$ cat src/rtl/sbrq_pkg.sv
`default_nettype none
// ----------------------------------------------------------------------------
// sbrq_pkg: shared types and constants of the spatial bucket request queue
// Field widths, operation and status codes, the neighbour probe offsets and
// the decoded request word passed from the sector decoder to the core.
// ----------------------------------------------------------------------------
package sbrq_pkg;

   // Transaction field widths
   localparam int REQ_OP_W   = 1;
   localparam int RESOURCE_W = 4;
   localparam int KIND_W     = 2;
   localparam int COORD_W    = 10;
   localparam int HANDLE_W   = 16;
   localparam int STATUS_W   = 3;

   // Operation codes
   localparam logic OP_ADD  = 1'b0;
   localparam logic OP_FIND = 1'b1;

   // Result status codes
   typedef enum logic [STATUS_W-1:0] {
      ST_ADDED   = 3'd0,
      ST_INVALID = 3'd1,
      ST_FULL    = 3'd2,
      ST_FOUND   = 3'd3,
      ST_NONE    = 3'd4
   } status_type;

   // Neighbour search: centre, top, bottom, left, right, right-top,
   // right-bottom, left-bottom, left-top (two's complement offsets)
   localparam int NUM_PROBES = 9;
   localparam int PROBE_W    = 4;
   localparam logic [PROBE_W-1:0] LAST_PROBE = PROBE_W'(NUM_PROBES - 1);

   localparam logic [1:0] PROBE_DX [NUM_PROBES] =
      '{2'b00, 2'b00, 2'b00, 2'b11, 2'b01, 2'b01, 2'b01, 2'b11, 2'b11};
   localparam logic [1:0] PROBE_DY [NUM_PROBES] =
      '{2'b00, 2'b11, 2'b01, 2'b00, 2'b00, 2'b11, 2'b01, 2'b01, 2'b11};

   // Decoded request held for the whole transaction
   typedef struct packed {
      logic                op;
      logic                cls_ok;
      logic [COORD_W-1:0]  sx;
      logic [COORD_W-1:0]  sy;
      logic [HANDLE_W-1:0] handle;
   } dec_type;

endpackage
`default_nettype wire

$ cat src/rtl/sbrq_sector_decode.sv
`default_nettype none
// ----------------------------------------------------------------------------
// sbrq_sector_decode: request decode stage
// Registers the sector column and row (map position divided by the sector
// size through a reciprocal multiply), the class check and the bucket base
// of the resource and demand kind.
// ----------------------------------------------------------------------------
module sbrq_sector_decode #(
   parameter int NUM_RES     = 8,
   parameter int NUM_KINDS   = 2,
   parameter int GRID_W      = 8,
   parameter int GRID_H      = 8,
   parameter int SECTOR_SIZE = 16,
   parameter int BKT_W       = 10
) (
   input  logic                            clock,
   input  logic                            load,
   input  logic [sbrq_pkg::REQ_OP_W-1:0]   req_op,
   input  logic [sbrq_pkg::RESOURCE_W-1:0] resource,
   input  logic [sbrq_pkg::KIND_W-1:0]     demand_kind,
   input  logic [sbrq_pkg::COORD_W-1:0]    map_x,
   input  logic [sbrq_pkg::COORD_W-1:0]    map_y,
   input  logic [sbrq_pkg::HANDLE_W-1:0]   handle,
   output sbrq_pkg::dec_type               dec_ff,
   output logic [BKT_W-1:0]                cls_base_ff
);
   import sbrq_pkg::*;

   // Exact floor division of a COORD_W-bit value: multiply by
   // ceil(2^(COORD_W+l) / SECTOR_SIZE), l = ceil(log2 SECTOR_SIZE), and shift
   localparam int SEC_SHIFT   = COORD_W + $clog2(SECTOR_SIZE);
   localparam int SEC_MULT    = ((1 << SEC_SHIFT) + SECTOR_SIZE - 1) / SECTOR_SIZE;
   localparam int MUL_W       = 2 * COORD_W + 1;
   localparam int NUM_SECTORS = GRID_W * GRID_H;
   localparam int SUM_W       = BKT_W + 1;
   localparam int RES_CMP_W   = RESOURCE_W + 2;
   localparam int KIND_CMP_W  = KIND_W + 2;

   logic [MUL_W-1:0] prod_x;
   logic [MUL_W-1:0] prod_y;
   logic [SUM_W-1:0] cls_idx;
   logic [SUM_W-1:0] cls_base_sum;
   dec_type          dec_in;
   logic [BKT_W-1:0] cls_base_in;

   // Divide, check the class and form the class base
   always_comb begin
      prod_x = MUL_W'(map_x) * MUL_W'(SEC_MULT);
      prod_y = MUL_W'(map_y) * MUL_W'(SEC_MULT);

      dec_in.op     = req_op[0];
      dec_in.cls_ok = ({2'b00, resource} < RES_CMP_W'(NUM_RES)) &&
                      ({2'b00, demand_kind} < KIND_CMP_W'(NUM_KINDS));
      dec_in.sx     = COORD_W'(prod_x >> SEC_SHIFT);
      dec_in.sy     = COORD_W'(prod_y >> SEC_SHIFT);
      dec_in.handle = handle;

      // Only meaningful for a valid class, where it stays below the bucket count
      cls_idx      = SUM_W'(resource) * SUM_W'(NUM_KINDS) + SUM_W'(demand_kind);
      cls_base_sum = cls_idx * SUM_W'(NUM_SECTORS);
      cls_base_in  = cls_base_sum[BKT_W-1:0];
   end

   // Hold the decoded transaction
   always_ff @(posedge clock) begin
      if (load) begin
         dec_ff      <= dec_in;
         cls_base_ff <= cls_base_in;
      end
   end

endmodule
`default_nettype wire

$ cat config.mk
export PLATFORM = sky130hd
export DESIGN_NAME = sbrq_sector_decode
export DESIGN_NICKNAME = d
export VERILOG_FILES = /design/src/rtl/sbrq_pkg.sv /design/src/rtl/sbrq_sector_decode.sv
export SDC_FILE = /design/constraint.sdc
export NUM_CORES = 1
export LEC_CHECK = 0
export ABC_AREA = 1
export BUFFER_PORTS_ARGS = -buffer_cell sky130_fd_sc_hd__buf_4
export CORE_AREA = 2 2 57 59
export DETAILED_ROUTE_END_ITERATION = 7
export DIE_AREA = 0 0 59 61
export PLACE_DENSITY = 0.81
export SLEW_MARGIN = 10
export SYNTH_ARGS = -nofsm -noshare
export SYNTH_HDL_FRONTEND = slang
export SYNTH_SLANG_ARGS = --single-unit
$ cat constraint.sdc
create_clock -name clock -period 1.81 [get_ports clock]
set_clock_uncertainty 0.1 [all_clocks]
set_input_delay 0.2715 -clock clock [delete_from_list [all_inputs] [get_ports clock]]
set_output_delay 0.2715 -clock clock [all_outputs]
set_load 0.05 [all_outputs]
==> Word-level counts from Yosys, hierarchy flattened <==
Cells that the tools add are included.
{ "op_classes": {"addsub": 1, "order_cmp": 2, "reduce_logical": 1} }
{ "ops": {"columns": ["operator", "count"], "rows": [
  ["adder 4 x 2 -> 4 bit", 1],
  ["less-than comparator 4 bit, second input constant", 1],
  ["less-than comparator 2 bit, second input constant", 1],
  ["logical AND 1 bit", 1]
]} }
{ "word_totals": {"register_bits": 34, "in_bits": 45, "output_inout_bits": 48, "wordCells": 10} }

==> Logic depth before layout (Yosys ltp) <==
{ "depth": {"ltp_word": 2, "ltp_mapped": 5, "mapped_depth_nobuf": 5} }

==> Worst setup path after synthesis <==
Ideal clock, no wire load.
{ "synth_path": {"kind": "input -> register", "startpoint": "input resource[0] (netlist bit)", "endpoint": "register cls_base_ff[9] (data pin)", "setup_ps": 252, "arrival_time_ps": 725, "required_ps": 1458, "path_slack_ps": 733, "stages": 4, "n_path_buf": 0, "cell_sequence": "ha_1 > ha_1 > nand2_1 > nand2_1"} }
{ "synth_between": {"elab_chain_len": 1} }
{ "synth_lines": {"columns": ["item", "line_no", "text"], "rows": [
  ["from (decl)", "sbrq_sector_decode.sv:19", "input logic [sbrq_pkg::RESOURCE_W-1:0] resource,"],
  ["adder 4 x 2 -> 4 bit", "sbrq_sector_decode.sv:59", "cls_idx = SUM_W'(resource) * SUM_W'(NUM_KINDS) + SUM_W'(demand_kind);"],
  ["via cls_base_sum[9]", "sbrq_sector_decode.sv:42", "logic [SUM_W-1:0] cls_base_sum;"],
  ["to (signal assigned)", "sbrq_sector_decode.sv:68", "cls_base_ff <= cls_base_in;"],
  ["to (decl)", "sbrq_sector_decode.sv:25", "output logic [BKT_W-1:0] cls_base_ff"]
]} }
The timed path passes the listed nets, and every way through them passes these cells.
A chain may end at the register's enable or synchronous reset.

==> Worst setup path in the final report <==
{ "layout_path": {"startpoint": "register dec_ff[4] (netlist bit)", "endpoint": "output dec_ff[4] (netlist bit)"} }
{ "layout_lines": {"columns": ["item", "line_no", "text"], "rows": [
  ["from (decl)", "sbrq_sector_decode.sv:24", "output sbrq_pkg::dec_type dec_ff,"],
  ["from (signal assigned)", "sbrq_sector_decode.sv:67", "dec_ff <= dec_in;"]
]} }
No word-level cell between the ends.

==> impl_metrics.csv <==
group,metric,value,unit
detailed_routing,antenna_left,0,
global_route,grt_first_pass_wirelength,3030,um
detailed_routing,viasPerCell,4.18,
placed_design,place_area,1690,um^2
detailed_routing,drc_errors,0,
global_route,grt-ovfl-total,0,
detailed_routing,vias,757,
critical_path,timing.critical_path.depth,1,
synth,synthesis.instances,57,
detailed_routing,drt-pass1-iter-count,5,
flow_run,max_cap_viol_count,0,
clocking,htree_num_levels,2,
critical_path,crit_family,"flip-flops",
critical_path,worst-path-buf-inv,1,
clocking,clock_sinks,34,
floorplanning,coreArea,2950,um^2
hold_path,worst_hold_path_type,"input port to flop",
detailed_routing,drt_wirelength,2470,um
global_route,first_global_vias,684,
clocking,clockRootBuffer,"sky130_fd_sc_hd__clkbuf_4",
detailed_routing,wl_met2,1560,um
sta,layout_min_cycle_time,1.31,ns
sta,hold_worst_slack,0.0164,ns
floorplanning,rows,20,
sta,totalNegativeSetupSlack,0,ns
placed_design,post-dp-hpwl,1700,um
power_and_ir_drop,cellInternalPower,1.23,mW
layout,stdcell_area,1880,um^2
synth,ys_ff_latch,34,
placed_design,routabilityCongestion,0.637,
synth,post_synth_instance_area,1180,um^2
layout,num_antenna_cells,0,
outcome,status,"complete, no violations",
layout,mostFrequentLayoutCells,"sky130_fd_sc_hd__buf_4 (70), sky130_fd_sc_hd__edfxtp_1 (34), sky130_fd_sc_hd__conb_1 (14), sky130_fd_sc_hd__dlygate4sd3_1 (14), sky130_fd_sc_hd__clkbuf_4 (5)",
power_and_ir_drop,power.leakage,0.836,nW
critical_path,critical_path.max_fanout,1,
clocking,cts_made_buffers,5,
layout,layout_commonest_cell,"sky130_fd_sc_hd__buf_4",
layout,nNetsFinal,194,
floorplanning,floorplan.io_pins,93,
critical_path,crit_path_start_kind,"flop",
global_route,grt_max_degree,35,
critical_path,crit_chain,"buf_4",
power_and_ir_drop,cellPowerDensity,967,nW/um^2
power_and_ir_drop,sequential_power_share,0.526,
power_and_ir_drop,power_share_of_the_combinational_group,0.268,
detailed_routing,highest_layer,"met4",
detailed_routing,first_iter_violations,19,
critical_path,timing.critical_path.required,1.44,ns
synth,yosysSeqAreaShare,0.867,
detailed_routing,met3_length,153,um
clocking,cts.repair.resized,0,
critical_path,worst_setup_path_end_kind,"output pin",
power_and_ir_drop,fraction_of_power_spent_switching_nets,0.323,
placed_design,placement.io_buffers,70,
power_and_ir_drop,totalPowerFinal,1.82,mW
detailed_routing,wl_per_cell,13.7,um
clocking,ctsLongestPathBuffers,2,
power_and_ir_drop,clock_power_share,0.206,
critical_path,timing.critical_path.slowest_stage_cell,"sky130_fd_sc_hd__edfxtp_1",
global_route,number_of_antenna_violations_at_the_first_check_in_global_routing,0,
floorplanning,fp.dieW,59,um
sta,finalSetupViolations,0,
layout,share_of_final_layout_standard_cells_stronger_than_drive_strength_1,0.514,
sta,maxClockFrequency,0.766,GHz
sta,rsz0062_at_grt,"false",
critical_path,setup.worst_path.end,"dec_ff[4]",
critical_path,path_class,"flop to output pin",
floorplanning,initial_utilization,0.399,
clocking,cts.reportedPaths.clkPinSlew,0.10,ns
power_and_ir_drop,ir_worst_vdd,0.000550,V
detailed_routing,m1WireLength,728,um
sta,final_clock_period_utilization_by_the_worst_path,0.721,
synth,postSynthAreaPerCell,20.7,um^2
sta,finalMaxSlewViolations,0,
synth,synth_cell_type_count,7,
clocking,postCtsSetupBuffers,0,
global_route,grt_usage,0.124,
floorplanning,die_h,61,um
layout,syn2layout_area_growth,59.5,%
sta,hold_violations,0,
critical_path,critical_path.startpoint,"dec_ff[4]",
floorplanning,die_area,3600,um^2
layout,finalCoreUtilization,0.636,
critical_path,cp_data_arrival_time,0.93,ns
clocking,cts_tree,"done",
critical_path,critPathMaxStageDelay,0.41,ns
synth,synth_warnings,0,
power_and_ir_drop,power_switching,0.586,mW
==> sequential cells by signal, indices dropped and copies added (netlist names) <==
name / count
dec_ff: 30
cls_base_ff: 4
==> worst min path at each step <==
stage | cells after the start | slack, ns | start | end
after floorplan | 0 | 0.27 | demand_kind[0] | cls_base_ff[6]
after global placement | 1 | 0.35 | handle[4] | dec_ff[4]
after detailed placement | 1 | 0.35 | map_x[5] | dec_ff[27]
after CTS | 1 | 0.005 | handle[4] | dec_ff[4]
after global routing | 1 | -0.004 | handle[11] | dec_ff[11]
final | 1 | 0.02 | map_y[8] | dec_ff[20]
==> synthesized netlist by cell type <==
cell type | number | area (um^2)
sky130_fd_sc_hd__nor2_1 | 1 | 3.75
sky130_fd_sc_hd__buf_4 | 14 | 105
sky130_fd_sc_hd__edfxtp_1 | 34 | 1020
sky130_fd_sc_hd__nand2_1 | 3 | 11.3
sky130_fd_sc_hd__conb_1 | 1 | 3.75
sky130_fd_sc_hd__inv_1 | 2 | 7.51
sky130_fd_sc_hd__ha_1 | 2 | 25.0
==> logic make-up after synthesis <==
kind of cell,synth area share
flops,0.867
other cells,0.00319
fa+ha+maj,0.0213
simple gates,0.0127
buf+inv,0.0956
==> stage by stage <==
step / cells / worst slack (ns)
floorplan: 70 / 0.733
detailed placement: 159 / 0.577
global placement: 159 / 0.595
global route: 181 / 0.463
finish: 181 / 0.505
CTS: 167 / 0.495
==> power groups by stage <==
stage / combinational [mW] / sequential (mW) / clock [mW]
after floorplan: 0.0916 / 1.20 / 0
after global placement: 0.459 / 0.970 / 0
after detailed placement: 0.464 / 0.973 / 0
after CTS: 0.465 / 0.955 / 0.384
after global routing: 0.505 / 0.962 / 0.422
final: 0.487 / 0.956 / 0.374
==> area by class of cell <==
| type | count | area, um^2 |
|---|---|---|
| clock buffer | 6 | 41.3 |
| clock inverter | 2 | 8.76 |
| fill | 228 | 1070 |
| inverter | 2 | 7.51 |
| sequential | 34 | 1020 |
| timing repair buffer | 84 | 666 |
| multi-input combinational | 20 | 92.6 |
| tap | 33 | 41.3 |
==> repair_timing <==
action                                  in CTS  in global routing
endpoints found under the setup margin       0                  0
hold endpoints to repair                     0                 14
hold buffers                                 0                 14
==> per-layer routing <==
| metal | vias to the layer above | GRT usage |
|---|---|---|
| met1 | 360 | 0.110 |
| met5 | - | 0 |
| met4 | 0 | 0.0779 |
| met2 | 38 | 0.235 |
| met3 | 2 | 0.0448 |
| li1 | 357 | - |
Power figures use the tool's default switching activity.
