<file path="config.mk">
export PLATFORM = sky130hd
export DESIGN_NAME = sbrq_probe_gen
export DESIGN_NICKNAME = d
export VERILOG_FILES = /design/src/rtl/sbrq_pkg.sv /design/src/rtl/sbrq_probe_gen.sv
export SDC_FILE = /design/constraint.sdc
export NUM_CORES = 1
export LEC_CHECK = 0
export BUFFER_PORTS_ARGS = -buffer_cell sky130_fd_sc_hd__buf_2
export CAP_MARGIN = 20
export CORE_MARGIN = 3
export CORE_UTILIZATION = 60
export DETAILED_ROUTE_END_ITERATION = 12
export GPL_ROUTABILITY_DRIVEN = 0
export GPL_TIMING_DRIVEN = 0
export PLACE_DENSITY_LB_ADDON = 0.25
export SYNTH_ARGS = -nofsm -noshare
export SYNTH_HDL_FRONTEND = slang
export SYNTH_SLANG_ARGS = --single-unit
export TNS_END_PERCENT = 20
</file>
<file path="constraint.sdc">
create_clock -name vclk -period 15.05
set_input_delay 4.515 -clock vclk [all_inputs]
set_output_delay 4.515 -clock vclk [all_outputs]
set_load 0.01 [all_outputs]
</file>
<file path="src/rtl/sbrq_pkg.sv">
`default_nettype none
// ----------------------------------------------------------------------------
// sbrq_pkg: shared types and constants of the spatial bucket request queue
// Field widths, operation and status codes, the neighbour probe offsets and
// the decoded request word passed from the sector decoder to the core.
// ----------------------------------------------------------------------------
package sbrq_pkg;

   // Transaction field widths
   localparam int REQ_OP_W   = 1;
   localparam int RESOURCE_W = 4;
   localparam int KIND_W     = 2;
   localparam int COORD_W    = 10;
   localparam int HANDLE_W   = 16;
   localparam int STATUS_W   = 3;

   // Operation codes
   localparam logic OP_ADD  = 1'b0;
   localparam logic OP_FIND = 1'b1;

   // Result status codes
   typedef enum logic [STATUS_W-1:0] {
      ST_ADDED   = 3'd0,
      ST_INVALID = 3'd1,
      ST_FULL    = 3'd2,
      ST_FOUND   = 3'd3,
      ST_NONE    = 3'd4
   } status_type;

   // Neighbour search: centre, top, bottom, left, right, right-top,
   // right-bottom, left-bottom, left-top (two's complement offsets)
   localparam int NUM_PROBES = 9;
   localparam int PROBE_W    = 4;
   localparam logic [PROBE_W-1:0] LAST_PROBE = PROBE_W'(NUM_PROBES - 1);

   localparam logic [1:0] PROBE_DX [NUM_PROBES] =
      '{2'b00, 2'b00, 2'b00, 2'b11, 2'b01, 2'b01, 2'b01, 2'b11, 2'b11};
   localparam logic [1:0] PROBE_DY [NUM_PROBES] =
      '{2'b00, 2'b11, 2'b01, 2'b00, 2'b00, 2'b11, 2'b01, 2'b01, 2'b11};

   // Decoded request held for the whole transaction
   typedef struct packed {
      logic                op;
      logic                cls_ok;
      logic [COORD_W-1:0]  sx;
      logic [COORD_W-1:0]  sy;
      logic [HANDLE_W-1:0] handle;
   } dec_type;

endpackage
`default_nettype wire

</file>
<file path="src/rtl/sbrq_probe_gen.sv">
`default_nettype none
// ----------------------------------------------------------------------------
// sbrq_probe_gen: neighbour probe address generator
// Applies the offset of the current probe to the sector, flags sectors off
// the grid and forms the bucket index of the probed sector.
// ----------------------------------------------------------------------------
module sbrq_probe_gen #(
   parameter int GRID_W = 8,
   parameter int GRID_H = 8,
   parameter int BKT_W  = 10
) (
   input  logic [sbrq_pkg::COORD_W-1:0] sx,
   input  logic [sbrq_pkg::COORD_W-1:0] sy,
   input  logic [sbrq_pkg::PROBE_W-1:0] probe_idx,
   input  logic [BKT_W-1:0]             cls_base,
   output logic                         on_grid,
   output logic [BKT_W-1:0]             bucket
);
   import sbrq_pkg::*;

   localparam int POS_W = COORD_W + 2;
   localparam int SUM_W = BKT_W + 1;

   logic [1:0]       dx;
   logic [1:0]       dy;
   logic [POS_W-1:0] px;
   logic [POS_W-1:0] py;
   logic [SUM_W-1:0] sum;

   // Offset the sector; a negative position shows in the top bit
   always_comb begin
      dx = PROBE_DX[probe_idx];
      dy = PROBE_DY[probe_idx];
      px = {2'b00, sx} + {{COORD_W{dx[1]}}, dx};
      py = {2'b00, sy} + {{COORD_W{dy[1]}}, dy};

      on_grid = !px[POS_W-1] && (px < POS_W'(GRID_W)) &&
                !py[POS_W-1] && (py < POS_W'(GRID_H));

      sum    = SUM_W'(cls_base) + SUM_W'(px[COORD_W-1:0]) * SUM_W'(GRID_H) +
               SUM_W'(py[COORD_W-1:0]);
      bucket = sum[BKT_W-1:0];
   end

endmodule
`default_nettype wire

</file>
# After elaboration in Yosys (flattened, before gate mapping)
# Memories as Yosys holds them, arrays and structs flattened.
# Index checks and enable logic that the tools add are counted.
dict set report totals {
  out_inout_bits 11
  romBits 64
  word_cells 19
  regBits 0
  n_memories 2
}
dict set report classes {
  muxes 4
  order_cmp 3
  n_reduce_logical 5
  bitwise 1
  addsub 4
}
# name depth word_bits read_ports rd_clocked_by_memory_dff wr line
set mem_list {}
lappend mem_list {{(name not given)} 16 2 1 0 0 sbrq_probe_gen.sv:33} ;# dy = PROBE_DY[probe_idx];
lappend mem_list {{(name not given)} 16 2 1 0 0 sbrq_probe_gen.sv:32} ;# dx = PROBE_DX[probe_idx];
# op n
set op_table {}
lappend op_table {{adder 11 x 2 -> 12 bit} 2}
lappend op_table {{less-than comparator 12 x 4 -> 1 bit, second input constant} 2}
lappend op_table {{adder 10 bit} 2}
lappend op_table {{2-to-1 mux 2 bit} 4}
lappend op_table {{greater-or-equal comparator 5 bit, second input constant} 1}
lappend op_table {{inverter 4 -> 5 bit} 1}
lappend op_table {{logical AND 1 bit} 3}
lappend op_table {{logical NOT 1 bit} 2}

# Logic depth before layout (Yosys ltp)
# Gate-level depths: netlist of run 1.
dict set report depth {
  word_depth 9
  ltp_mapped 18
}

# Least setup slack after synthesis of run 1
# OpenSTA, ideal clock, no wires.
dict set report synth_timing {
  kind {input-to-output}
  start {input probe_idx[0] (netlist name)}
  end {output bucket[9]}
  arrival_time_ns 7.751
  required_time_ns 10.535
  path_stages 16
  path_slack_ns 2.784
  path_cell_list {inv_1 ha_1 o21ai_0 nand2b_1 ha_1 fa_1 a21o_1 a21oi_2 xnor2_1 fa_1 ha_1 a21oi_1 o21bai_1 a21oi_1 o21ai_0 xnor2_1}
}
dict set report synth_between {
  elab_chain_cells 7
}
# item line
set synth_lines {}
lappend synth_lines {{from (decl)} sbrq_probe_gen.sv:14} ;# input logic [sbrq_pkg::PROBE_W-1:0] probe_idx,
lappend synth_lines {{inverter 4 -> 5 bit (not written as such) (*)} {sbrq_probe_gen.sv:32, sbrq_probe_gen.sv:33}}
lappend synth_lines {{memory read (16 x 2 bit)} -}
lappend synth_lines {{2-to-1 mux 2 bit (not written as such) (2 in series)} sbrq_probe_gen.sv:32}
lappend synth_lines {{adder 11 x 2 -> 12 bit} sbrq_probe_gen.sv:34} ;# px = {2'b00, sx} + {{COORD_W{dx[1]}}, dx};
lappend synth_lines {{adder 10 bit} sbrq_probe_gen.sv:40} ;# sum = SUM_W'(cls_base) + SUM_W'(px[COORD_W-1:0]) * SUM_W'(GRID_H) +
lappend synth_lines {{adder 10 bit (*)} sbrq_probe_gen.sv:40}
lappend synth_lines {{to (decl)} sbrq_probe_gen.sv:17} ;# output logic [BKT_W-1:0] bucket
# Mark *: on every way between the ends. The rest lies on a longest branch, timed or not. The select of a mux whose other input is x is not followed.

# Worst setup path after layout of run 1
# Same ends and word-level chain as after synthesis.

==> results of run 1 <==
synthesized netlist by cell type:
master | count | area, sq um
nor3_1 | 2 | 10.0
o31ai_1 | 1 | 7.51
fa_1 | 9 | 180
nor4_2 | 1 | 12.5
clkbuf_2 | 1 | 5.00
o311ai_0 | 1 | 8.76
a31o_2 | 1 | 8.76
nand2b_1 | 5 | 31.3
a21oi_1 | 16 | 80.1
a32oi_1 | 1 | 8.76
or3_1 | 1 | 6.26
a2111oi_2 | 1 | 15.0
xor2_1 | 6 | 52.6
a311oi_1 | 1 | 8.76
nand2_1 | 10 | 37.5
a2bb2oi_1 | 1 | 8.76
o21bai_1 | 4 | 30.0
a21oi_2 | 2 | 17.5
buf_2 | 1 | 5.00
xnor2_1 | 14 | 123
nor2_1 | 11 | 41.3
ha_1 | 37 | 463
or2_2 | 2 | 12.5
inv_1 | 14 | 52.6
a211oi_1 | 5 | 37.5
nand3_1 | 2 | 10.0
a21o_1 | 10 | 75.1
a2111o_1 | 1 | 11.3
o21ai_0 | 16 | 80.1
mux2i_1 | 1 | 10.0
o211ai_1 | 3 | 22.5
o2111ai_1 | 1 | 8.76
a211o_1 | 1 | 8.76
nor2b_1 | 1 | 6.26
o21a_1 | 2 | 15.0
or4_1 | 3 | 22.5
layout make-up:
cell class | count | area (sq um)
Timing Repair Buffer | 45 | 225
Inverter | 14 | 52.6
Buffer | 2 | 10.0
Tap cell | 28 | 35.0
Fill cell | 184 | 524
Multi-Input combinational cell | 173 | 1470
kinds of logic after synthesis:
| kind of cell | synth area share |
|---|---|
| muxes | 0.00653 |
| adders and majority gates | 0.419 |
| and+or+nand+nor | 0.124 |
| xor gates and xnor gates | 0.114 |
| AOI/OAI and AO/OA | 0.295 |
| buffers and inverters | 0.0408 |
final timing paths:
check / from / endpoint / slack, ns
worst max-delay path: probe_idx[0] / bucket[9] / 2.25
worst min-delay path: cls_base[0] / bucket[0] / 9.34
metrics by stage:
step	setup slack, ns	cell area, sq um	power, W	hold WS (ns)	instances
CTS	2.25	1790	0.000183	9.34	262
global route	1.90	1790	0.000205	9.37	262
finish	2.25	1790	0.000183	9.34	262
global placement	2.35	1790	0.000175	9.34	262
detailed placement	2.27	1790	0.000182	9.34	262
floorplan	2.78	1530	0.000128	9.18	189
report_power, final:
group,internal (W),leakage [nW],switching (W)
sequential,0,0,0
combinational,0.0000832,0.905,0.0000995
clock,0,0,0
layer usage:
| layer | up-vias | part of all wire | wire length [um] |
|---|---|---|---|
| met4 | 0 | 0 | 0 |
| met1 | 703 | 0.44 | 1520 |
| li1 | 785 | - | - |
| met5 | - | 0 | 0 |
| met3 | 0 | 0.047 | 164 |
| met2 | 45 | 0.52 | 1800 |
==> run_summary.xml, run 1 <==
<?xml version="1.0" encoding="UTF-8"?>
<metrics>
  <group name="grt">
    <metric name="grt_overflow_total" unit="">0</metric>
    <metric name="first_global_vias" unit="">1538</metric>
    <metric name="grt_antenna_before_repair" unit="">0</metric>
    <metric name="grt.met2_usage" unit="">0.432</metric>
    <metric name="first_pass_grt_wire_length" unit="um">6220</metric>
    <metric name="grt_use_met1" unit="">0.299</metric>
    <metric name="grtUsageTotal" unit="">0.229</metric>
    <metric name="gr-usage-met3" unit="">0.00460</metric>
    <metric name="global_route.peak_usage_layer" unit="">met2</metric>
    <metric name="maximum_number_of_pins_on_one_net_before_global_route_repair" unit="">16</metric>
  </group>
  <group name="drt">
    <metric name="drt-pass1-iter-count" unit="">4</metric>
    <metric name="total_vias_in_the_final_route" unit="">1533</metric>
    <metric name="mean_routed_wirelength_per_cell" unit="um">13.3</metric>
    <metric name="detailedRoute.firstIterationViolations" unit="">65</metric>
    <metric name="post_drt_via_cell_ratio" unit="">5.85</metric>
    <metric name="drt_wirelength" unit="um">3480</metric>
    <metric name="ant_nets" unit="">0</metric>
    <metric name="remaining_drc_errors" unit="">0</metric>
  </group>
  <group name="die">
    <metric name="top_level_ports" unit="">45</metric>
    <metric name="rows" unit="">17</metric>
    <metric name="die-area" unit="sq um">3200</metric>
    <metric name="initial_core_util" unit="">0.662</metric>
    <metric name="die_w" unit="um">56.6</metric>
    <metric name="core_area" unit="sq um">2320</metric>
    <metric name="die_extent_in_y" unit="um">56.6</metric>
  </group>
  <group name="cells_and_area">
    <metric name="final_util" unit="">0.774</metric>
    <metric name="most_frequent_standard_cell_in_the_layout_excluding_fill_and_tap_cells" unit="">buf_2</metric>
    <metric name="areaGrowthSynthToFinish" unit="%">17.0</metric>
    <metric name="layout.area.seq" unit="sq um">0</metric>
    <metric name="num_antenna_cells" unit="">0</metric>
    <metric name="seq_cell_count" unit="">0</metric>
    <metric name="layout.cells.most_common_list" unit="">46 x buf_2, 37 x ha_1, 16 x o21ai_0, 16 x a21oi_1</metric>
    <metric name="fin_nets" unit="">316</metric>
    <metric name="n_clock_buffer" unit="">0</metric>
    <metric name="layout-drive-gt1-share" unit="">0.231</metric>
  </group>
  <group name="synth">
    <metric name="synth-seq-area-share" unit="">0</metric>
    <metric name="synth_fp_nets" unit="">269</metric>
    <metric name="ys_warn_count" unit="">0</metric>
    <metric name="total_standard_cell_area_after_synthesis" unit="sq um">1530</metric>
    <metric name="yosys.cell_types.count" unit="">36</metric>
    <metric name="synthCells" unit="">189</metric>
    <metric name="synth.avg_cell_area" unit="sq um">8.12</metric>
  </group>
  <group name="placement">
    <metric name="port-buffer-count" unit="">45</metric>
    <metric name="detailed_place_hpwl" unit="um">3050</metric>
  </group>
  <group name="setup_path">
    <metric name="worst_setup_path_end_kind" unit="">output pin</metric>
    <metric name="timing.critical_path.max_delay_family" unit="">adder cells</metric>
    <metric name="worst-setup-path-type" unit="">input port to output pin</metric>
    <metric name="timing.critical_path.slowest_stage_cell" unit="">fa_1</metric>
    <metric name="required" unit="ns">10.54</metric>
    <metric name="worst_ep_arrival_time" unit="ns">8.28</metric>
    <metric name="critical_path.cell_chain" unit="">buf_2, inv_1, ha_1, o21ai_0, nand2b_1, ha_1, fa_1, a21o_1, a21oi_2, xnor2_1, fa_1, ha_1, a21oi_1, o21bai_1, a21oi_1, o21ai_0, xnor2_1, buf_2</metric>
    <metric name="timing.critical_path.buf_inv" unit="">3</metric>
    <metric name="cp_max_fo" unit="">3</metric>
    <metric name="cp-start-kind" unit="">input port</metric>
    <metric name="cpPeakStageDelay" unit="ns">0.48</metric>
    <metric name="timing.critical_path.depth" unit="">18</metric>
    <metric name="cp_common_cell" unit="">ha_1</metric>
  </group>
  <group name="timing">
    <metric name="fmax" unit="MHz">78.1</metric>
    <metric name="final_count_of_negative_setup_slack_endpoints" unit="">0</metric>
    <metric name="fin_crit" unit="ns">12.80</metric>
    <metric name="fin_tns_setup" unit="ns">0</metric>
    <metric name="worstMarginPinSlew" unit="ns">0.501</metric>
    <metric name="hold_viol_final" unit="">0</metric>
    <metric name="timing.final.crit_share" unit="">0.850</metric>
    <metric name="relSlewSlack" unit="">0.662</metric>
    <metric name="timing_max_transition_violations_final" unit="">0</metric>
    <metric name="rsz_0062_raised_after_global_routing" unit="">false</metric>
  </group>
  <group name="run_status">
    <metric name="run_status" unit="">complete, no violations</metric>
  </group>
  <group name="flow_run">
    <metric name="max_cap_viol_count" unit="">0</metric>
  </group>
  <group name="clocking">
    <metric name="postCtsHoldBufs" unit="">0</metric>
    <metric name="post_cts.resized_instances" unit="">0</metric>
    <metric name="postCtsSetupRepairBufs" unit="">0</metric>
  </group>
  <group name="power">
    <metric name="leakage" unit="nW">0.905</metric>
    <metric name="power_density" unit="nW/um^2">102</metric>
    <metric name="max_ir_drop_vdd" unit="uV">85.3</metric>
  </group>
  <group name="min_path">
    <metric name="cell_depth_of_the_worst_hold_path" unit="">3</metric>
    <metric name="timing.hold.worst.class" unit="">input port to output pin</metric>
  </group>
</metrics>
Power figures use the tool's default switching activity.
==> run 2: changes to the inputs <==
--- a/config.mk
+++ b/config.mk
@@ -8,11 +8,11 @@
 export BUFFER_PORTS_ARGS = -buffer_cell sky130_fd_sc_hd__buf_2
 export CAP_MARGIN = 20
 export CORE_MARGIN = 3
-export CORE_UTILIZATION = 60
+export CORE_UTILIZATION = 55
 export DETAILED_ROUTE_END_ITERATION = 12
 export GPL_ROUTABILITY_DRIVEN = 0
-export GPL_TIMING_DRIVEN = 0
-export PLACE_DENSITY_LB_ADDON = 0.25
+export GPL_TIMING_DRIVEN = 1
+export PLACE_DENSITY = 0.84
 export SYNTH_ARGS = -nofsm -noshare
 export SYNTH_HDL_FRONTEND = slang
 export SYNTH_SLANG_ARGS = --single-unit
==> run 2 against run 1 <==
Critical path depth did not move; highest routed layer unchanged; via count is 1.8% lower; utilization shrank 7.8 points; die area is 8.1% higher; global-route usage fell by 3.5 points; clock-buffer cell count did not move; setup slack better by 0.072 ns; worst hold slack got worse by 0.0020 ns; final area is 0.42% lower; sequential share of layout area stayed put.
==> run_summary.xml, run 2 (synthesized netlist as in run 1, its figures left out) <==
<?xml version="1.0" encoding="UTF-8"?>
<metrics>
  <group name="cells_and_area">
    <metric name="fin_nets" unit="">314</metric>
    <metric name="layout-drive-gt1-share" unit="">0.224</metric>
    <metric name="n_clock_buffer" unit="">0</metric>
    <metric name="seq_cell_count" unit="">0</metric>
    <metric name="fillers" unit="">225</metric>
    <metric name="layout.area.seq" unit="sq um">0</metric>
    <metric name="most_frequent_standard_cell_in_the_layout_excluding_fill_and_tap_cells" unit="">buf_2</metric>
    <metric name="layout.cells.most_common_list" unit="">45 x buf_2, 37 x ha_1, 16 x o21ai_0, 16 x a21oi_1</metric>
    <metric name="areaGrowthSynthToFinish" unit="%">16.5</metric>
    <metric name="num_antenna_cells" unit="">0</metric>
    <metric name="multi_input_comb_area" unit="sq um">1470</metric>
    <metric name="fin_area" unit="sq um">1790</metric>
  </group>
  <group name="power">
    <metric name="max_ir_drop_vdd" unit="uV">97.8</metric>
    <metric name="power_density" unit="nW/um^2">101</metric>
    <metric name="leakage" unit="nW">0.897</metric>
  </group>
  <group name="timing">
    <metric name="relSlewSlack" unit="">0.664</metric>
    <metric name="worstMarginPinSlew" unit="ns">0.499</metric>
    <metric name="final_count_of_negative_setup_slack_endpoints" unit="">0</metric>
    <metric name="fin_ws" unit="ns">2.32</metric>
    <metric name="timing.final.crit_share" unit="">0.846</metric>
    <metric name="timing_max_transition_violations_final" unit="">0</metric>
    <metric name="fin_tns_setup" unit="ns">0</metric>
    <metric name="fin_crit" unit="ns">12.73</metric>
    <metric name="fmax" unit="MHz">78.6</metric>
    <metric name="hold_viol_final" unit="">0</metric>
    <metric name="rsz_0062_raised_after_global_routing" unit="">false</metric>
    <metric name="hold_ws" unit="ns">9.34</metric>
  </group>
  <group name="die">
    <metric name="initial_core_util" unit="">0.597</metric>
    <metric name="die-area" unit="sq um">3460</metric>
    <metric name="top_level_ports" unit="">45</metric>
    <metric name="rows" unit="">18</metric>
    <metric name="core_area" unit="sq um">2570</metric>
    <metric name="die_extent_in_y" unit="um">58.8</metric>
    <metric name="die_w" unit="um">58.8</metric>
  </group>
  <group name="placement">
    <metric name="detailedPlace.worstSlack" unit="ns">2.35</metric>
    <metric name="detailed_place_hpwl" unit="um">2900</metric>
    <metric name="port-buffer-count" unit="">45</metric>
    <metric name="placed_area" unit="sq um">1790</metric>
  </group>
  <group name="flow_run">
    <metric name="max_cap_viol_count" unit="">0</metric>
  </group>
  <group name="grt">
    <metric name="first_pass_grt_wire_length" unit="um">5600</metric>
    <metric name="grtUsageTotal" unit="">0.194</metric>
    <metric name="grt_antenna_before_repair" unit="">0</metric>
    <metric name="maximum_number_of_pins_on_one_net_before_global_route_repair" unit="">16</metric>
    <metric name="first_global_vias" unit="">1400</metric>
    <metric name="grt_overflow_total" unit="">0</metric>
  </group>
  <group name="drt">
    <metric name="remaining_drc_errors" unit="">0</metric>
    <metric name="total_vias_in_the_final_route" unit="">1506</metric>
    <metric name="detailedRoute.firstIterationViolations" unit="">53</metric>
    <metric name="drt-pass1-iter-count" unit="">4</metric>
    <metric name="ant_nets" unit="">0</metric>
    <metric name="post_drt_via_cell_ratio" unit="">5.75</metric>
    <metric name="mean_routed_wirelength_per_cell" unit="um">12.5</metric>
    <metric name="drt_wirelength" unit="um">3270</metric>
  </group>
  <group name="setup_path">
    <metric name="worst_ep_arrival_time" unit="ns">8.21</metric>
    <metric name="cp_max_fo" unit="">3</metric>
    <metric name="worst-setup-path-type" unit="">input port to output pin</metric>
    <metric name="cp-start-kind" unit="">input port</metric>
    <metric name="required" unit="ns">10.54</metric>
    <metric name="crit_path_start" unit="">probe_idx[0]</metric>
    <metric name="worst_setup_path_end_kind" unit="">output pin</metric>
  </group>
  <group name="clocking">
    <metric name="post_cts.resized_instances" unit="">0</metric>
    <metric name="postCtsHoldBufs" unit="">0</metric>
    <metric name="postCtsSetupRepairBufs" unit="">0</metric>
  </group>
  <group name="min_path">
    <metric name="cell_depth_of_the_worst_hold_path" unit="">3</metric>
    <metric name="timing.hold.worst.class" unit="">input port to output pin</metric>
    <metric name="hold_path_startpoint" unit="">cls_base[0]</metric>
    <metric name="hold_path_end" unit="">bucket[0]</metric>
  </group>
  <group name="run_status">
    <metric name="run_status" unit="">complete, no violations</metric>
  </group>
</metrics>
## run 2: cell types whose count changed in the layout (fill, tap and decap cells not counted), sizes merged
| cell | before | now |
|---|---|---|
| buf | 46 | 45 |
| clkbuf | 1 | 0 |
## run 2: worst max-delay path by stage
stage                end  slack (ns)  depth (start not counted)
4_1_cts        bucket[9]        2.34                         18
2_1_floorplan  bucket[9]        2.78                         16
6_report       bucket[9]        2.32                         18
5_1_grt        bucket[9]        2.03                         18
3_5_place_dp   bucket[9]        2.35                         18
3_3_place_gp   bucket[8]        2.36                         15
## run 2: where the power goes
part | total, W | switching, W | internal, W
Combinational | 0.000181 | 0.0000981 | 0.0000826
Sequential | 0 | 0 | 0
Clock | 0 | 0 | 0
## run 2: cell type report
class | count | share of cell area
multi-input combinational | 173 | 0.824
tap | 30 | 0.0210
timing repair buffer | 45 | 0.126
inverter | 14 | 0.0294
## run 2: worst max-delay path: stages
cell      delay, ns
buf_2          0.11
inv_1          0.05
ha_1           0.27
o21ai_0        0.16
nand2b_1       0.09
ha_1           0.22
fa_1           0.43
a21o_1         0.21
a21oi_2        0.14
xnor2_1        0.19
fa_1           0.47
ha_1           0.35
a21oi_1        0.21
o21bai_1       0.09
a21oi_1        0.25
o21ai_0        0.15
xnor2_1        0.16
buf_2          0.14
## run 2: metrics by stage
stage	utilization	instances	total power, W
2_1_floorplan	-	189	0.000128
3_3_place_gp	0.696	262	0.000179
3_5_place_dp	0.696	262	0.000181
4_1_cts	0.696	262	0.000182
5_1_grt	0.696	262	0.000203
6_report	0.696	262	0.000181
## run 2: routing by layer
| layer | vias up | global-route usage | share of wire |
|---|---|---|---|
| li1 | 786 | - | - |
| met1 | 687 | 0.274 | 0.48 |
| met2 | 33 | 0.349 | 0.47 |
| met3 | 0 | 0.00219 | 0.044 |
| met4 | 0 | 0.00647 | 0 |
| met5 | - | 0 | 0 |
==> run 3: changes to the inputs <==
--- a/config.mk
+++ b/config.mk
@@ -5,6 +5,7 @@
 export SDC_FILE = /design/constraint.sdc
 export NUM_CORES = 1
 export LEC_CHECK = 0
+export ABC_AREA = 1
 export BUFFER_PORTS_ARGS = -buffer_cell sky130_fd_sc_hd__buf_2
 export CAP_MARGIN = 20
 export CORE_MARGIN = 3
@@ -12,7 +13,7 @@
 export DETAILED_ROUTE_END_ITERATION = 12
 export GPL_ROUTABILITY_DRIVEN = 0
 export GPL_TIMING_DRIVEN = 1
-export PLACE_DENSITY = 0.84
+export PLACE_DENSITY = 0.82
 export SYNTH_ARGS = -nofsm -noshare
 export SYNTH_HDL_FRONTEND = slang
 export SYNTH_SLANG_ARGS = --single-unit
==> constraint.sdc (replaced) <==
create_clock -name vclk -period 12.35
set_input_delay 3.705 -clock vclk [all_inputs]
set_output_delay 3.705 -clock vclk [all_outputs]
set_load 0.01 [all_outputs]
==> run 3 against run 2 <==
Setup slack worse by 0.98 ns; sequential cell count is the same; synthesized area grew 20%; cell count increased by 49%; global-route usage decreased by 0.15 points; synthesized cell count up 59%; wire length is 23% higher; largest power group unchanged.
==> run_summary.xml, run 3 <==
<?xml version="1.0" encoding="UTF-8"?>
<metrics>
  <group name="timing">
    <metric name="rsz_0062_raised_after_global_routing" unit="">false</metric>
    <metric name="worstMarginPinSlew" unit="ns">0.444</metric>
    <metric name="relSlewSlack" unit="">0.703</metric>
    <metric name="fin_tns_setup" unit="ns">0</metric>
    <metric name="fin_crit" unit="ns">11.01</metric>
    <metric name="timing_max_transition_violations_final" unit="">0</metric>
    <metric name="fmax" unit="MHz">90.8</metric>
    <metric name="hold_viol_final" unit="">0</metric>
    <metric name="timing.final.crit_share" unit="">0.892</metric>
    <metric name="final_count_of_negative_setup_slack_endpoints" unit="">0</metric>
  </group>
  <group name="drt">
    <metric name="total_vias_in_the_final_route" unit="">1939</metric>
    <metric name="post_drt_via_cell_ratio" unit="">4.97</metric>
    <metric name="ant_nets" unit="">0</metric>
    <metric name="drt-pass1-iter-count" unit="">4</metric>
    <metric name="remaining_drc_errors" unit="">0</metric>
    <metric name="mean_routed_wirelength_per_cell" unit="um">10.3</metric>
    <metric name="detailedRoute.firstIterationViolations" unit="">119</metric>
    <metric name="drt_wirelength" unit="um">4020</metric>
  </group>
  <group name="cells_and_area">
    <metric name="multi_input_comb_area" unit="sq um">1610</metric>
    <metric name="n_clock_buffer" unit="">0</metric>
    <metric name="fin_nets" unit="">428</metric>
    <metric name="seq_cell_count" unit="">0</metric>
    <metric name="layout.area.seq" unit="sq um">0</metric>
    <metric name="layout-drive-gt1-share" unit="">0.197</metric>
    <metric name="num_antenna_cells" unit="">0</metric>
    <metric name="layout.cells.most_common_list" unit="">80 x nand2_1, 59 x inv_1, 45 x buf_2</metric>
    <metric name="areaGrowthSynthToFinish" unit="%">15.2</metric>
    <metric name="fillers" unit="">298</metric>
    <metric name="most_frequent_standard_cell_in_the_layout_excluding_fill_and_tap_cells" unit="">nand2_1</metric>
  </group>
  <group name="synth">
    <metric name="synth_fp_nets" unit="">381</metric>
    <metric name="synth.area.mux_share" unit="">0</metric>
    <metric name="post_synth_and_or_nand_nor_area_fraction" unit="">0.352</metric>
    <metric name="main_combinational_cell_family_by_area_after_synthesis" unit="">simple AND/OR/NAND/NOR gates</metric>
    <metric name="synth_top_area_cell" unit="">ha_1</metric>
    <metric name="synth.avg_cell_area" unit="sq um">6.13</metric>
    <metric name="adder_and_majority_gate_portion_of_the_synthesized_area" unit="">0.348</metric>
    <metric name="synth_largest_type_area_fraction" unit="">0.251</metric>
    <metric name="synth-compound-area-share" unit="">0.108</metric>
    <metric name="ys_warn_count" unit="">0</metric>
    <metric name="synth.most_common_cell" unit="">nand2_1</metric>
    <metric name="synth.top_cells.by_count" unit="">80 x nand2_1, 59 x inv_1, 37 x ha_1, 22 x nand3_1, 18 x nor2_1</metric>
    <metric name="total_standard_cell_area_after_synthesis" unit="sq um">1850</metric>
    <metric name="yosys.cell_types.count" unit="">28</metric>
    <metric name="synthCells" unit="">301</metric>
    <metric name="yosys.area_share.xor_xnor" unit="">0.0610</metric>
    <metric name="synth-seq-area-share" unit="">0</metric>
    <metric name="yosys-top-cells-area" unit="">ha_1 25%, nand2_1 16%, inv_1 12%, fa_1 9.8%, nand3_1 6.0%</metric>
  </group>
  <group name="power">
    <metric name="power_density" unit="nW/um^2">106</metric>
    <metric name="leakage" unit="nW">1.29</metric>
    <metric name="netSwitchingFraction" unit="">0.588</metric>
    <metric name="power_frac_clock" unit="">0</metric>
    <metric name="seqPwrFrac" unit="">0</metric>
    <metric name="share_comb_of_total_power" unit="">1.000</metric>
    <metric name="power.internal" unit="W">0.0000931</metric>
    <metric name="netSwitchingPower" unit="W">0.000133</metric>
    <metric name="totalPowerFinal" unit="W">0.000226</metric>
    <metric name="max_ir_drop_vdd" unit="uV">40.0</metric>
  </group>
  <group name="die">
    <metric name="die_w" unit="um">63.9</metric>
    <metric name="core_area" unit="sq um">3130</metric>
    <metric name="rows" unit="">20</metric>
    <metric name="die-area" unit="sq um">4090</metric>
    <metric name="initial_core_util" unit="">0.590</metric>
    <metric name="top_level_ports" unit="">45</metric>
    <metric name="die_extent_in_y" unit="um">63.9</metric>
  </group>
  <group name="clocking">
    <metric name="postCtsSetupRepairBufs" unit="">0</metric>
    <metric name="post_cts.resized_instances" unit="">0</metric>
    <metric name="postCtsHoldBufs" unit="">0</metric>
  </group>
  <group name="setup_path">
    <metric name="timing.critical_path.buf_inv" unit="">4</metric>
    <metric name="cp_max_fo" unit="">5</metric>
    <metric name="timing.critical_path.max_delay_family" unit="">adder cells</metric>
    <metric name="cp-start-kind" unit="">input port</metric>
    <metric name="worst-setup-path-type" unit="">input port to output pin</metric>
    <metric name="worst_ep_arrival_time" unit="ns">7.31</metric>
    <metric name="required" unit="ns">8.64</metric>
    <metric name="cpPeakStageDelay" unit="ns">0.44</metric>
    <metric name="worst_setup_path_end_kind" unit="">output pin</metric>
    <metric name="critical_path.cell_chain" unit="">buf_2, inv_1, ha_1, a21oi_1, o21ai_0, ha_1, fa_1, nand3_1, nand3_1, xor2_1, inv_1, fa_1, ha_1, nand2_1, nand2_1, a31oi_1, nor2_1, o21ai_0, nand2_1, xor2_1, buf_2</metric>
    <metric name="timing.critical_path.slowest_stage_cell" unit="">fa_1</metric>
  </group>
  <group name="min_path">
    <metric name="hold_path_startpoint" unit="">cls_base[0]</metric>
    <metric name="hold_path_end" unit="">bucket[0]</metric>
    <metric name="cell_depth_of_the_worst_hold_path" unit="">3</metric>
    <metric name="timing.hold.worst.class" unit="">input port to output pin</metric>
  </group>
  <group name="grt">
    <metric name="first_pass_grt_wire_length" unit="um">6760</metric>
    <metric name="grtUsageTotal" unit="">0.193</metric>
    <metric name="grt_antenna_before_repair" unit="">0</metric>
    <metric name="first_global_vias" unit="">1673</metric>
    <metric name="grt_overflow_total" unit="">0</metric>
    <metric name="maximum_number_of_pins_on_one_net_before_global_route_repair" unit="">14</metric>
  </group>
  <group name="placement">
    <metric name="port-buffer-count" unit="">45</metric>
    <metric name="detailed_place_hpwl" unit="um">3590</metric>
  </group>
  <group name="run_status">
    <metric name="run_status" unit="">complete, no violations</metric>
  </group>
  <group name="flow_run">
    <metric name="max_cap_viol_count" unit="">0</metric>
  </group>
</metrics>
==> run 3: cell types whose count changed in the layout (fill, tap and decap cells not counted), sizes merged, moves of 6 or more <==
cell and delta:
a21o -10, xnor2 -13, nor2 +8, o21ai -8, nand4 +6, inv +49
nand3 +23, nand2 +81
==> run 3: metal layers <==
metal  wire, um  up-vias  share of wire  global-route usage
li1           -     1046              -                   -
met1       1970      832           0.49               0.274
met2       1830       57           0.46               0.333
met3        201        4          0.050             0.00527
met4         22        0         0.0055              0.0189
met5          0        -              0                   0
==> run 3: how the worst max path moves through the flow <==
stage,endpoint,cells past startpoint,startpoint,slack (ns)
final,bucket[7],21,probe_idx[0],1.34
after global routing,bucket[7],21,probe_idx[0],1.06
after CTS,bucket[7],21,probe_idx[0],1.34
after detailed placement,bucket[7],21,probe_idx[0],1.34
after global placement,bucket[7],21,probe_idx[0],1.44
after floorplan,bucket[7],19,probe_idx[0],1.80
==> run 3: cell type report <==
| class | count | share of cell area |
|---|---|---|
| Inverter | 64 | 0.113 |
| Timing Repair Buffer | 45 | 0.106 |
| Multi-Input combinational cell | 237 | 0.755 |
| Tap cell | 44 | 0.0259 |
==> run 3: logic make-up (layout without fill, tap and decap cells) <==
group / after synthesis / after routing
AOI/OAI and AO/OA: 34 / 34
adders and majority gates: 46 / 46
xor gates and xnor gates: 12 / 12
buffers and inverters: 64 / 109
and+or+nand+nor: 145 / 145
==> run 3: per-stage QoR <==
step,instances,worst slack [ns],utilization,instance area (sq um),hold slack (ns)
3_5_place_dp,390,1.34,0.680,2130,7.72
4_1_cts,390,1.34,0.680,2130,7.72
5_1_grt,390,1.06,0.680,2130,7.74
3_3_place_gp,390,1.44,0.680,2130,7.72
6_report,390,1.34,0.680,2130,7.71
2_1_floorplan,301,1.80,-,1850,7.56
==> run 3: power by group through the flow <==
stage / combinational, W / clock [W] / sequential [W]
after floorplan: 0.000163 / 0 / 0
after global placement: 0.000219 / 0 / 0
after detailed placement: 0.000224 / 0 / 0
after CTS: 0.000225 / 0 / 0
after global routing: 0.000254 / 0 / 0
final: 0.000226 / 0 / 0
==> run 3: tightest hold or removal path: cells and delay by family <==
kind,cells,cell delay [ns]
fa+ha+maj,1,0.11
buf+inv,2,0.20
